**src/rtl/core/rgbf_pkg.sv**
```systemverilog
// Package for the RGB LED PWM mode fader: register, state and result types,
// mode codes, register indexes and reset values. No dependencies.
`default_nettype none

package rgbf_pkg;

  // mode codes
  localparam logic [1:0] MODE_RAINBOW = 2'd0;
  localparam logic [1:0] MODE_RED     = 2'd1;
  localparam logic [1:0] MODE_GREEN   = 2'd2;
  localparam logic [1:0] MODE_BLUE    = 2'd3;

  // configuration register indexes
  localparam logic [1:0] REG_PWM_PERIOD   = 2'd0;
  localparam logic [1:0] REG_LONG_PRESS   = 2'd1;
  localparam logic [1:0] REG_TICKS_PER_MS = 2'd2;
  localparam logic [1:0] REG_CONFIRM      = 2'd3;

  localparam int CFG_W = 24;

  // reset values
  localparam logic [7:0]  RST_PWM_PERIOD   = 8'd80;
  localparam logic [15:0] RST_LONG_PRESS   = 16'd6000;
  localparam logic [7:0]  RST_TICKS_PER_MS = 8'd38;
  localparam logic [23:0] RST_CONFIRM      = 24'd75000;

  typedef struct packed {
    logic [7:0]  pwm_period;
    logic [15:0] long_press_ticks;
    logic [7:0]  ticks_per_ms;
    logic [23:0] confirm_ticks;
  } rgbf_cfg_t;

  typedef struct packed {
    logic [7:0]  red_level;
    logic [7:0]  green_level;
    logic [7:0]  blue_level;
    logic [7:0]  pwm_count;
    logic [15:0] held_count;
    logic [1:0]  mode;
    logic [23:0] confirm_left;
    logic [15:0] fade_wait;
  } rgbf_state_t;

  typedef struct packed {
    logic [1:0] mode_now;
    logic       blue_on;
    logic       green_on;
    logic       red_on;
  } rgbf_result_t;

endpackage

`default_nettype wire

```
**src/rtl/core/rgb_led_pwm_mode_fader_core.sv**
```systemverilog
// Top level of the RGB LED PWM mode fader: stream ports, configuration
// registers, tick state and result register. Depends on rgbf_pkg, rgbf_step.
`default_nettype none

// Usage
//   Each item on the s_ side is one PWM timer tick: button level and speed.
//   Each tick yields exactly one item on the m_ side: three LED enables and
//   the current mode. A channel is lit when its color level exceeds the
//   wrapping PWM count; all are dark while the button is held.
//   Configuration (pwm_period, long_press_ticks, ticks_per_ms, confirm_ticks)
//   is written through cfg_we/cfg_index/cfg_data, one register per cycle,
//   while the stream is idle.
// Timing
//   A tick accepted at an edge shows on m_tdata with m_tvalid right after it.
//   One item per cycle is sustained while the receiver does not stall; the whole
//   tick update (PWM wrap, fade rules, press counting, confirm timer) is one
//   pass of logic into the state and result registers.
// Reset
//   rst (synchronous) loads the register defaults, green mode, green level
//   at full, all counters zero, and empties the result register.
// Stall
//   s_tready is high while the result register is empty or being taken; when
//   the receiver stalls, the result holds and no new tick is taken.

module rgb_led_pwm_mode_fader_core import rgbf_pkg::*; (
  input  logic             clk,
  input  logic             rst,
  // input ticks
  input  logic             s_tvalid,
  output logic             s_tready,
  input  logic [15:0]      s_tdata,   // [0] button_pressed, [8:1] speed, rest zero
  // results
  output logic             m_tvalid,
  input  logic             m_tready,
  output logic [7:0]       m_tdata,   // [0] red_on, [1] green_on, [2] blue_on,
                                      // [4:3] mode_now, rest zero
  // configuration writes
  input  logic             cfg_we,
  input  logic [1:0]       cfg_index,
  input  logic [CFG_W-1:0] cfg_data
);

  rgbf_cfg_t    cfg;
  rgbf_state_t  st;
  rgbf_state_t  st_next;
  rgbf_result_t res_next;
  rgbf_result_t res;
  logic         accept;

  assign s_tready = !m_tvalid || m_tready;
  assign accept   = s_tvalid && s_tready;

  // configuration registers
  always_ff @(posedge clk) begin
    if (rst) begin
      cfg.pwm_period       <= RST_PWM_PERIOD;
      cfg.long_press_ticks <= RST_LONG_PRESS;
      cfg.ticks_per_ms     <= RST_TICKS_PER_MS;
      cfg.confirm_ticks    <= RST_CONFIRM;
    end else if (cfg_we) begin
      unique case (cfg_index)
        REG_PWM_PERIOD:   cfg.pwm_period       <= cfg_data[7:0];
        REG_LONG_PRESS:   cfg.long_press_ticks <= cfg_data[15:0];
        REG_TICKS_PER_MS: cfg.ticks_per_ms     <= cfg_data[7:0];
        REG_CONFIRM:      cfg.confirm_ticks    <= cfg_data[23:0];
        default: ;
      endcase
    end
  end

  rgbf_step u_step (
    .cfg            (cfg),
    .st             (st),
    .button_pressed (s_tdata[0]),
    .speed          (s_tdata[8:1]),
    .st_next        (st_next),
    .res            (res_next)
  );

  // tick state, advanced once per accepted item
  always_ff @(posedge clk) begin
    if (rst) begin
      st.red_level    <= 8'd0;
      st.green_level  <= RST_PWM_PERIOD;
      st.blue_level   <= 8'd0;
      st.pwm_count    <= 8'd0;
      st.held_count   <= 16'd0;
      st.mode         <= MODE_GREEN;
      st.confirm_left <= 24'd0;
      st.fade_wait    <= 16'd0;
    end else if (accept) begin
      st <= st_next;
    end
  end

  // result register
  always_ff @(posedge clk) begin
    if (rst) begin
      m_tvalid <= 1'b0;
    end else if (accept) begin
      m_tvalid <= 1'b1;
    end else if (m_tready) begin
      m_tvalid <= 1'b0;
    end
  end

  always_ff @(posedge clk) begin
    if (accept) res <= res_next;
  end

  assign m_tdata = {3'b000, res.mode_now, res.blue_on, res.green_on, res.red_on};

  // an accepted tick always leaves a result behind
  a_accept_gives_result: assert property (@(posedge clk) disable iff (rst)
    accept |=> m_tvalid)
    else $error("accepted tick produced no result");

  // mode only moves on an accepted tick
  a_mode_idle_hold: assert property (@(posedge clk) disable iff (rst)
    !accept |=> st.mode == $past(st.mode))
    else $error("mode changed without a tick");

  // a release always clears the held counter
  a_release_clears_held: assert property (@(posedge clk) disable iff (rst)
    (accept && !s_tdata[0]) |=> st.held_count == 16'd0)
    else $error("held count survived a release");

  // red is dark when its level does not exceed the count
  a_red_off: assert property (@(posedge clk) disable iff (rst)
    (accept && !(st.red_level > st.pwm_count)) |=> !m_tdata[0])
    else $error("red lit below its level");

endmodule

`default_nettype wire

```
**src/rtl/core/rgbf_step.sv**
```systemverilog
// Next-state and LED drive logic for one PWM tick of the mode fader.
// Depends on rgbf_pkg.
`default_nettype none

module rgbf_step import rgbf_pkg::*; (
  input  rgbf_cfg_t    cfg,
  input  rgbf_state_t  st,
  input  logic         button_pressed,
  input  logic [7:0]   speed,
  output rgbf_state_t  st_next,
  output rgbf_result_t res
);

  // advance mode; entering rainbow restarts the fade from red
  function automatic rgbf_state_t step_mode(rgbf_state_t s, logic [7:0] top);
    rgbf_state_t o;
    o      = s;
    o.mode = s.mode + 2'd1;
    if (o.mode == MODE_RAINBOW) begin
      o.red_level   = top;
      o.green_level = 8'd0;
      o.blue_level  = 8'd0;
      o.fade_wait   = 16'd0;
    end
    return o;
  endfunction

  // six ordered fade rules, each sees the result of the previous one
  function automatic rgbf_state_t fade_once(rgbf_state_t s, logic [7:0] top);
    rgbf_state_t o;
    o = s;
    if (o.blue_level != 8'd0 && o.red_level == top && o.green_level == 8'd0)
      o.blue_level = o.blue_level - 8'd1;
    if (o.blue_level == top && o.red_level < top && o.green_level == 8'd0)
      o.red_level = o.red_level + 8'd1;
    if (o.green_level != 8'd0 && o.blue_level == top && o.red_level == 8'd0)
      o.green_level = o.green_level - 8'd1;
    if (o.green_level == top && o.blue_level < top && o.red_level == 8'd0)
      o.blue_level = o.blue_level + 8'd1;
    if (o.red_level != 8'd0 && o.green_level == top && o.blue_level == 8'd0)
      o.red_level = o.red_level - 8'd1;
    if (o.red_level == top && o.green_level < top && o.blue_level == 8'd0)
      o.green_level = o.green_level + 8'd1;
    return o;
  endfunction

  always_comb begin
    rgbf_state_t s;
    logic [7:0]  top;
    logic [7:0]  cnt_inc;
    logic [15:0] interval;

    top      = cfg.pwm_period;
    interval = 16'(speed) * 16'(cfg.ticks_per_ms);

    res.red_on   = !button_pressed && (st.red_level > st.pwm_count);
    res.green_on = !button_pressed && (st.green_level > st.pwm_count);
    res.blue_on  = !button_pressed && (st.blue_level > st.pwm_count);
    res.mode_now = st.mode;

    s       = st;
    cnt_inc = st.pwm_count + 8'd1;
    s.pwm_count = (cnt_inc >= top) ? 8'd0 : cnt_inc;

    if (st.confirm_left != 24'd0) begin
      // yellow while confirming
      s.red_level    = top;
      s.green_level  = top;
      s.blue_level   = 8'd0;
      s.confirm_left = st.confirm_left - 24'd1;
      if (s.confirm_left == 24'd0) s = step_mode(s, top);
    end else begin
      unique case (st.mode)
        MODE_RED: begin
          s.red_level   = top;
          s.green_level = 8'd0;
          s.blue_level  = 8'd0;
        end
        MODE_GREEN: begin
          s.red_level   = 8'd0;
          s.green_level = top;
          s.blue_level  = 8'd0;
        end
        MODE_BLUE: begin
          s.red_level   = top;
          s.green_level = top;
          s.blue_level  = top;
        end
        default: begin
          if (st.fade_wait == 16'd0) begin
            s           = fade_once(s, top);
            s.fade_wait = (interval != 16'd0) ? interval - 16'd1 : 16'd0;
          end else begin
            s.fade_wait = st.fade_wait - 16'd1;
          end
        end
      endcase
    end

    if (button_pressed) begin
      if (st.held_count != 16'hFFFF) s.held_count = st.held_count + 16'd1;
    end else begin
      if (st.held_count > cfg.long_press_ticks && s.confirm_left == 24'd0) begin
        if (cfg.confirm_ticks == 24'd0) begin
          s = step_mode(s, top);
        end else begin
          s.confirm_left = cfg.confirm_ticks;
          s.red_level    = top;
          s.green_level  = top;
          s.blue_level   = 8'd0;
        end
      end
      s.held_count = 16'd0;
    end

    st_next = s;
  end

endmodule

`default_nettype wire
```
**config.mk**
```make
export PLATFORM = sky130hd
export DESIGN_NAME = rgb_led_pwm_mode_fader_core
export DESIGN_NICKNAME = d
export VERILOG_FILES = /design/src/rtl/core/rgbf_pkg.sv /design/src/rtl/core/rgb_led_pwm_mode_fader_core.sv /design/src/rtl/core/rgbf_step.sv
export SDC_FILE = /design/constraint.sdc
export NUM_CORES = 1
export LEC_CHECK = 0
export BUFFER_PORTS_ARGS = -buffer_cell sky130_fd_sc_hd__buf_2
export CORE_MARGIN = 5
export CORE_UTILIZATION = 47
export CTS_CLUSTER_DIAMETER = 100
export CTS_CLUSTER_SIZE = 16
export DETAILED_ROUTE_END_ITERATION = 7
export PLACE_DENSITY = 0.74
export SYNTH_ARGS = -nofsm -noshare
export SYNTH_HDL_FRONTEND = slang
export SYNTH_SLANG_ARGS = --single-unit
```
**constraint.sdc**
```tcl
create_clock -name clk -period 10.6 [get_ports clk]
set_input_delay 0.53 -clock clk [delete_from_list [all_inputs] [get_ports clk]]
set_output_delay 0.53 -clock clk [all_outputs]
set_load 0.005 [all_outputs]
```
==> run summary <==
P_leak - 6.10 nW
CP Data Required Time - 10.90 ns
largest net degree at the start of global routing - 101
run status - completed
most frequent cells in the layout - 226 x nand2_1, 147 x dfxtp_1, 143 x nor2_1
initial antenna violation count - 1
post-synthesis compound-gate area fraction - 19.8%
Peak VDD IR - 0.114 mV
CP max stage delay - 0.62 ns
Slew Viols, Final - 0
Synth Flop Type - dfxtp_1
PortBufs - 46
global-route wire length before repair - 64000 µm
Max clock buf depth - 2
GRT Max-Usage Layer - met2
final setup TNS - 0 ns
Layout Skew - 0.0162 ns
Syn Std Cell Area - 0.0137 mm²
Simple-Gate Fraction of Synth Area - 26.4%
min Tclk post-route - 9.80 ns
largest family of logic cells by synthesized area - simple AND/OR/NAND/NOR gates
synth warn - 0
CTS Sinks - 152
placed insts - 2164
hpwl dp - 29500 µm
Reg clk slew, reported paths - 0.07 ns
Post-Synth Adder-Cell Area - 17.0%
GR Util met3 - 3.06%
CP delay by family, top - simple AND/OR/NAND/NOR gates
latest clock arrival within the worst-skew pair - 0.43 ns
1st-iter DRT viols - 1224
setup repair bufs after CTS - 0
CP Buf/Inv Count - 3
largest area contributor in the netlist - dfxtp_1
Resized Gates After CTS - 0
most used cell, CP - ha_1
vias in the first global route - 12600
Worst Setup Start Kind - flop
ANT cells - 0
gp weighted congestion - 0.973
crit path DAT - 10.10 ns
ys async rst share - 0%
DRC Markers - 0
H-tree Lvls - 4
routed vias - 13200
crit path kind - flop to flop
top-area cell type share of the netlist area - 21.5%
Area Overhead vs Synth - 8.11%
total grt overflow - 0
GR Util met1 - 30.9%
CTS Buf Count - 17
post-synthesis mux area share - 1.49%
GRT met2 Usage - 39.6%
Max Clock Freq - 102 MHz
Post-synth EDFFs - 5
relative slew slack - 8.82%
Syn Area/Cell - 7.59 µm²
RSZ-0062 raised after global routing - false
die width - 181 µm
register area share after synthesis - 22.5%
Max Cap Violations - 0
Die H - 181 µm
CORE AREA - 0.0288 mm²
hold_buf cts - 0
Tightest Pin Transition - 1.36 ns
final hold vios - 0
placed inst area - 0.0142 mm²
HP Class - input pin to flop
DRT Pass-1 Iters - 5
Final period util - 92.4%
routed len/inst - 18.1 µm
Die ar. - 0.0327 mm²
final instance area - 0.0148 mm²
Critical Path Fanout Max - 8
Rows - 62
Initial Util - 47.7%
GRT Util Overall - 23.3%
Critical Path Sink Type - flop
Yosys reg bits - 152
Synth Area in XOR/XNOR - 6.77%
clock root cell - clkbuf_16
final cell count without fillers - 2196
distinct cell type count after synthesis - 84
CTS tree - yes
Pwr Density - 129 mW/mm²
vias per cell - 6.03
final setup fails - 0
antenna viol nets, final - 0
slowest cell on the critical path - nor4_1
layout net count - 2011
commonest non-fill, non-tap cell in the layout - nand2_1
Syn Inst Count - 1807
DRT Wirelength - 39700 µm
io pins - 57
proportion of layout cells with a drive suffix above 1 - 7.28%
top cells by area, synth - dfxtp_1 21%, ha_1 12%, nand2_1 6.2%
## area by class of cell
type | instances | area (µm²)
inverters | 117 | 439
multi-input cells | 1446 | 9830
fillers | 2816 | 14000
clock buffers | 20 | 468
clock inverters | 12 | 139
well taps | 384 | 480
repair buffers | 65 | 375
flip-flops and latches | 152 | 3090
## worst register-to-register path: cells and delay by family, from the launching register on
family / cells / cell delay (ns)
flops: 1 / 0.48
xor+xnor: 3 / 0.45
fa+ha+maj: 4 / 1.01
simple gates: 21 / 6.16
compound gates: 3 / 0.96
buf+inv: 3 / 0.61
## registers in the layout, summed over array words and instances, names as in the netlist
| signal | flops |
|---|---|
| m_tdata | 5 |
| m_tvalid | 1 |
| st | 90 |
| cfg | 56 |
## through the flow
stage / hold slack (ns) / util [%] / power (W) / setup WS (ns)
2_1_floorplan: 0.436 / - / 0.00112 / 1.81
3_3_place_gp: 0.448 / 49.4 / 0.00126 / 1.18
3_5_place_dp: 0.450 / 49.4 / 0.00128 / 1.01
4_1_cts: 0.318 / 51.5 / 0.00191 / 0.993
5_1_grt: 0.335 / 51.5 / 0.00202 / 0.126
6_report: 0.321 / 51.5 / 0.00192 / 0.801
## logic make-up (layout without fill, tap and decap cells)
family | count (synthesis) | in the layout
AOI/OAI and AO/OA | 424 | 424
xor gates and xnor gates | 106 | 106
adders and majority gates | 165 | 165
buffers and inverters | 211 | 214
DFF | 152 | 152
muxes | 20 | 20
other | 1 | 3
and+or+nand+nor | 728 | 728
## synth_stat cells, drive strengths merged, types with 16 or more instances
cell,instances
a21oi,133
ha,129
xnor2,66
nor2b,16
nand2,227
mux2i,17
nor3,59
a21o,25
nor2,144
a22oi,27
fa,36
o21ai,95
nor4,35
xor2,40
a211oi,19
nand4,33
and3,20
and2,40
clkbuf,81
dfxtp,147
inv,116
or3,35
o211ai,22
nand3,52
## power by group
| part | total (W) | switching, W | internal (W) |
|---|---|---|---|
| clock | 0.000629 | 0.000259 | 0.000370 |
| sequential | 0.000644 | 0.0000417 | 0.000602 |
| combinational | 0.000643 | 0.000398 | 0.000244 |
## layer usage
metal	vias to the layer above	wire [µm]	part of all wire [%]
li1	6415	-	-
met1	6269	17400	44
met2	484	18700	47
met3	75	2640	6.7
met4	2	949	2.4
met5	-	13	0.033
## worst paths after layout
check / slack [ns] / to / depth (start not counted) / startpoint
worst max register to register: 0.80 / st[81] / 34 / cfg[52]
worst min register to register: 0.46 / cfg[45] / 2 / cfg[45]
worst max-delay path: 0.80 / st[81] / 34 / cfg[52]
worst min-delay path: 0.32 / cfg[16] / 3 / cfg_data[16]
(Power assumes the default switching activity.)
